**src/rtl/bfra_pkg.sv**
```systemverilog
// Shared types and codes for the best-fit region allocator.
package bfra_pkg;

  localparam logic CMD_ALLOC   = 1'b0;
  localparam logic CMD_RELEASE = 1'b1;

  localparam logic [1:0] ST_OK        = 2'd0;
  localparam logic [1:0] ST_NO_SPACE  = 2'd1;
  localparam logic [1:0] ST_NOT_FOUND = 2'd2;

  localparam int SIZE_W  = 17;
  localparam int ALIGN_W = 4;
  localparam int ADDR_W  = 16;
  localparam int PAD_W   = 15;

  typedef struct packed {
    logic                cmd;
    logic [SIZE_W-1:0]   request_size;
    logic [ALIGN_W-1:0]  align_log2;
    logic [ADDR_W-1:0]   release_address;
  } in_t;

  typedef struct packed {
    logic [ADDR_W-1:0] grant_address;
    logic [1:0]        status;
    logic [SIZE_W-1:0] bytes_in_use;
  } out_t;

  typedef struct packed {
    logic pop;
    logic push;
  } q_ctl_t;

  typedef enum logic [2:0] {
    S_IDLE,
    S_ASCAN,
    S_AEDIT,
    S_APUSH,
    S_RSCAN,
    S_RFREE,
    S_DONE
  } state_t;

endpackage

```
**src/rtl/bfra_cell.sv**
```systemverilog
// One descriptor cell of the list chain: holds, takes its neighbor, or loads.
module bfra_cell import bfra_pkg::*; #(
  parameter int          W      = 8,
  parameter bit          RST_EN = 1'b0,
  parameter logic [W-1:0] RST_VAL = '0
) (
  input  logic         clk,
  input  logic         rst_n,
  input  logic         shift_en,
  input  logic [W-1:0] nbr,
  input  logic         load,
  input  logic [W-1:0] load_data,
  output logic [W-1:0] q
);

  logic [W-1:0] data_r;
  logic [W-1:0] data_nxt;

  always_comb begin
    data_nxt = data_r;
    if (load) begin
      data_nxt = load_data;
    end else if (shift_en) begin
      data_nxt = nbr;
    end
  end

  always_ff @(posedge clk) begin
    if (!rst_n && RST_EN) begin
      data_r <= RST_VAL;
    end else begin
      data_r <= data_nxt;
    end
  end

  assign q = data_r;

endmodule

```
**src/rtl/bfra_queue.sv**
```systemverilog
// Ordered list held in a chain of cells: pop at the head, push at the tail.
module bfra_queue import bfra_pkg::*; #(
  parameter int           DEPTH      = 64,
  parameter int           W          = 8,
  parameter int           INIT_COUNT = 0,
  parameter logic [W-1:0] INIT_HEAD  = '0
) (
  input  logic                         clk,
  input  logic                         rst_n,
  input  q_ctl_t                       ctl,
  input  logic [W-1:0]                 push_data,
  output logic [W-1:0]                 head,
  output logic [$clog2(DEPTH+1)-1:0]   count
);

  localparam int CW = $clog2(DEPTH+1);

  logic [CW-1:0] cnt_r;
  logic [CW-1:0] cnt_nxt;
  logic [CW-1:0] tail;
  logic [W-1:0]  q [DEPTH];

  assign tail    = cnt_r - CW'(ctl.pop);
  assign cnt_nxt = cnt_r - CW'(ctl.pop) + CW'(ctl.push);

  always_ff @(posedge clk) begin
    if (!rst_n) begin
      cnt_r <= CW'(INIT_COUNT);
    end else begin
      cnt_r <= cnt_nxt;
    end
  end

  for (genvar k = 0; k < DEPTH; k++) begin : g_cell
    logic [W-1:0] nbr;
    if (k == DEPTH - 1) begin : g_last
      assign nbr = q[k];
    end else begin : g_mid
      assign nbr = q[k+1];
    end
    bfra_cell #(
      .W      (W),
      .RST_EN (k == 0 && INIT_COUNT > 0),
      .RST_VAL(INIT_HEAD)
    ) u_cell (
      .clk      (clk),
      .rst_n    (rst_n),
      .shift_en (ctl.pop),
      .nbr      (nbr),
      .load     (ctl.push && (tail == CW'(k))),
      .load_data(push_data),
      .q        (q[k])
    );
  end

  assign head  = q[0];
  assign count = cnt_r;

endmodule

```
**config.mk**
```make
export PLATFORM = sky130hd
export DESIGN_NAME = bfra_queue
export DESIGN_NICKNAME = d
export VERILOG_FILES = /design/src/rtl/bfra_pkg.sv /design/src/rtl/bfra_cell.sv /design/src/rtl/bfra_queue.sv
export SDC_FILE = /design/constraint.sdc
export NUM_CORES = 1
export LEC_CHECK = 0
export BUFFER_PORTS_ARGS = -buffer_cell sky130_fd_sc_hd__clkbuf_2
export CAP_MARGIN = 0
export CORE_ASPECT_RATIO = 1.4
export CORE_MARGIN = 5
export CORE_UTILIZATION = 45
export CTS_CLUSTER_DIAMETER = 200
export DETAILED_ROUTE_END_ITERATION = 10
export GPL_TIMING_DRIVEN = 0
export PLACE_DENSITY_LB_ADDON = 0.05
export REMOVE_ABC_BUFFERS = 1
export SYNTH_ARGS = -nofsm -noshare
export SYNTH_HDL_FRONTEND = slang
export SYNTH_SLANG_ARGS = --single-unit
```
**constraint.sdc**
```tcl
create_clock -name clk -period 9.2 [get_ports clk]
set_clock_uncertainty 0.05 [all_clocks]
set_input_delay 1.84 -clock clk [delete_from_list [all_inputs] [get_ports clk]]
set_output_delay 1.84 -clock clk [all_outputs]
set_load 0.005 [all_outputs]
```
==> flow_metrics.env <==
export IMPL_gp_congestion=0.739
export IMPL_crit_required_ns=9.38
export IMPL_setup_worst_path_class="input port to flip-flop"
export IMPL_clk_root_buffer_cell="sky130_fd_sc_hd__clkbuf_16"
export IMPL_irDropWorstVdd_uv=173
export IMPL_synth_edff_count=512
export IMPL_placement_setup_worst_slack_ns=2.70
export IMPL_critPathMostFrequentCell="sky130_fd_sc_hd__mux2i_1"
export IMPL_syn_area_per_cell_um2=17.3
export IMPL_initial_core_util=0.455
export IMPL_synth_distinct_cells=48
export IMPL_synth_cell_area_um2=23200
export IMPL_power_leakage_nw=8.52
export IMPL_setup_violations=0
export IMPL_cts_hold_fix_buffers=0
export IMPL_max_stage_delay_ns=1.01
export IMPL_fmax_mhz=175
export IMPL_overall_global_routing_usage=0.155
export IMPL_yosys_register_bits=519
export IMPL_fillers=4258
export IMPL_timing_hold_violations_final=0
export IMPL_timing_critical_path_max_delay_family="simple AND/OR/NAND/NOR gates"
export IMPL_slowest_stage="sky130_fd_sc_hd__mux2i_1"
export IMPL_drt_first_pass_iters=6
export IMPL_cts_resized=0
export IMPL_timing_critical_path_fanout_max=65
export IMPL_tightestPinTransition_ns=1.21
export IMPL_die_x_um=202
export IMPL_area_delta_synth_final_pct=9.80
export IMPL_synth_area_top_cells="sky130_fd_sc_hd__edfxtp_1, sky130_fd_sc_hd__mux2_2, sky130_fd_sc_hd__or2_2"
export IMPL_max_capacitance_violation_total=0
export IMPL_met3_usage=0.0285
export IMPL_cts_path_max_buffers=3
export IMPL_timing_final_ws_setup_ns=3.48
export IMPL_grt_pass1_wl_um=69100
export IMPL_clock_tree_htree_level_count=2
export IMPL_layout_area_seq_um2=15500
export IMPL_asyncSetResetFlopFracSynth=0
export IMPL_multi_input_comb_area_um2=7370
export IMPL_hpwlAfterDp_um=26400
export IMPL_cp_data_arrival_time_ns=5.90
export IMPL_setup_total_negative_slack_ns=0
export IMPL_wl_per_cell_um=21.6
export IMPL_synth_cells=1341
export IMPL_synth_area_leader_cell="sky130_fd_sc_hd__edfxtp_1"
export IMPL_critical_path_endpoint_type="flip-flop"
export IMPL_viasPerCell=5.42
export IMPL_finalWorstPathRequiredPeriod_ns=5.72
export IMPL_antenna_found_initial=0
export IMPL_synthMostInstantiatedCell="sky130_fd_sc_hd__edfxtp_1"
export IMPL_outcome="complete, no violations"
export IMPL_start_kind="input port"
export IMPL_number_of_global_route_vias_before_repair=11700
export IMPL_port_buffers=26
export IMPL_finalMaxSlewViolations=0
export IMPL_sinks_on_clock_net=519
export IMPL_rsz0062_at_grt="no"
export IMPL_yosys_warnings=0
export IMPL_antenna_cells=0
export IMPL_tritoncts_clock_tree="done"
export IMPL_post_synth_most_frequent_cells="sky130_fd_sc_hd__edfxtp_1, sky130_fd_sc_hd__mux2_2, sky130_fd_sc_hd__clkbuf_1, sky130_fd_sc_hd__or2_2, sky130_fd_sc_hd__nand2b_1"
export IMPL_critical_path_cell_chain="clkbuf_4 > ha_1 > nor2b_1 > mux2i_1 > mux2i_1 > nand2_1 > nand2b_1"
export IMPL_timing_critical_path_buf_inv=1
export IMPL_grt_busiest_layer="met2"
export IMPL_die_area_um2=56400
export IMPL_post_synth_top_area_fraction=0.661
export IMPL_gr_usage_met1=0.197
export IMPL_placement_rows=98
export IMPL_final_min_period_over_clock_period=0.621
export IMPL_hp_class="flip-flop to flip-flop"
export IMPL_floorplan_die_height_um=279
export IMPL_clk_pin_slew_ns=0.06
export IMPL_grtUsageMet2=0.274
export IMPL_grt_overflow_total=0
export IMPL_synth_top_flop_cell="sky130_fd_sc_hd__edfxtp_1"
export IMPL_drc=0
export IMPL_cellPowerDensity_nw_per_um2=221
export IMPL_num_io_pins=27
export IMPL_cts_inserted_buffers=53
export IMPL_cts_setup_buffers=0
export IMPL_num_vias=11000
export IMPL_coreArea_um2=51100
export IMPL_route_antenna_remaining_nets=0
export IMPL_initialDrtViolationCount=361
export IMPL_pin_count_of_the_biggest_net_entering_global_routing=66
export IMPL_clock_insertion_delay_worst_skew_ns=0.58
export IMPL_rel_slew_slack=0.170
export IMPL_final_layout_size_suffix_gt1_frac=0.493
export IMPL_yosysSeqAreaShare=0.667
export IMPL_postRouteWirelength_um=43700
export IMPL_finalNetCount=1356
-- power by group --
group	total [mW]	switching [mW]	internal (mW)	leakage, nW
Sequential	2.93	0.0884	2.84	5.06
Clock	2.00	0.864	1.13	0.755
Combinational	0.702	0.412	0.289	2.70
-- per-stage QoR --
step	area (um^2)	power [mW]	cells	hold WS [ns]	utilization
after detailed placement	23900	3.69	1934	0.471	0.468
after global placement	23800	3.64	1931	0.465	0.466
final	25500	5.63	2025	0.488	0.499
after CTS	25500	5.73	2024	0.487	0.499
after floorplan	22900	3.41	1255	0.458	-
after global routing	25500	5.88	2025	0.492	0.499
-- worst paths after layout --
| kind | startpoint | end | slack [ns] | cells past startpoint |
|---|---|---|---|---|
| hold reg to reg | g_cell[2].u_cell.q[1] | g_cell[1].u_cell.q[1] | 0.49 | 1 |
| hold / removal | g_cell[2].u_cell.q[1] | g_cell[1].u_cell.q[1] | 0.49 | 1 |
| setup / recovery | ctl[1] | g_cell[61].u_cell.q[6] | 3.48 | 7 |
| setup reg to reg | count[0] | g_cell[61].u_cell.q[6] | 5.09 | 7 |
-- cell families (layout without fill, tap and decap cells) --
logic type      Yosys count  after routing  share of synthesized area
flops                   519            519                      0.667
simple gates            192            192                     0.0575
fa+ha+maj                 4              4                    0.00215
xor+xnor                  5              5                    0.00188
mux                     513            513                      0.250
buf+inv                  91            125                     0.0163
compound gates           17             17                    0.00522
-- state kept, by name, summed over array words and instances (netlist names) --
register and cells:
g_cell.u_cell.q 512, count 7
-- placed cells by master, fill, tap and decap left out, types with 6 or more instances in the layout --
cell type,Yosys,routed
sky130_fd_sc_hd__nand2_1,21,21
sky130_fd_sc_hd__nand3_1,12,12
sky130_fd_sc_hd__edfxtp_1,512,512
sky130_fd_sc_hd__mux2_4,8,8
sky130_fd_sc_hd__clkinv_1,0,12
sky130_fd_sc_hd__mux2_2,491,491
sky130_fd_sc_hd__nor2b_1,6,6
sky130_fd_sc_hd__nand2b_1,33,33
sky130_fd_sc_hd__clkbuf_1,64,14
sky130_fd_sc_hd__nor3_4,6,6
sky130_fd_sc_hd__nor2_1,11,11
sky130_fd_sc_hd__nor2_4,13,13
sky130_fd_sc_hd__clkbuf_2,0,18
sky130_fd_sc_hd__or3_1,9,9
sky130_fd_sc_hd__nor2_2,12,12
sky130_fd_sc_hd__dfxtp_1,7,7
sky130_fd_sc_hd__clkbuf_16,0,53
sky130_fd_sc_hd__clkbuf_4,0,7
sky130_fd_sc_hd__or2_2,39,39
sky130_fd_sc_hd__mux2_1,8,8
-- area by class of cell --
type / instances / area share
inverters: 5 / 0.000735
clock buffers: 67 / 0.0540
clock inverters: 23 / 0.00721
well taps: 650 / 0.0319
flip-flops and latches: 519 / 0.608
multi-input cells: 731 / 0.289
repair buffers: 30 / 0.00951
-- routing by layer --
metal  wire length (um)  vias up
li1                   -     5148
met1              18500     5612
met2              22600      148
met3               1620       67
met4               1040        0
met5                  0        -
(Power assumes the default switching activity.)
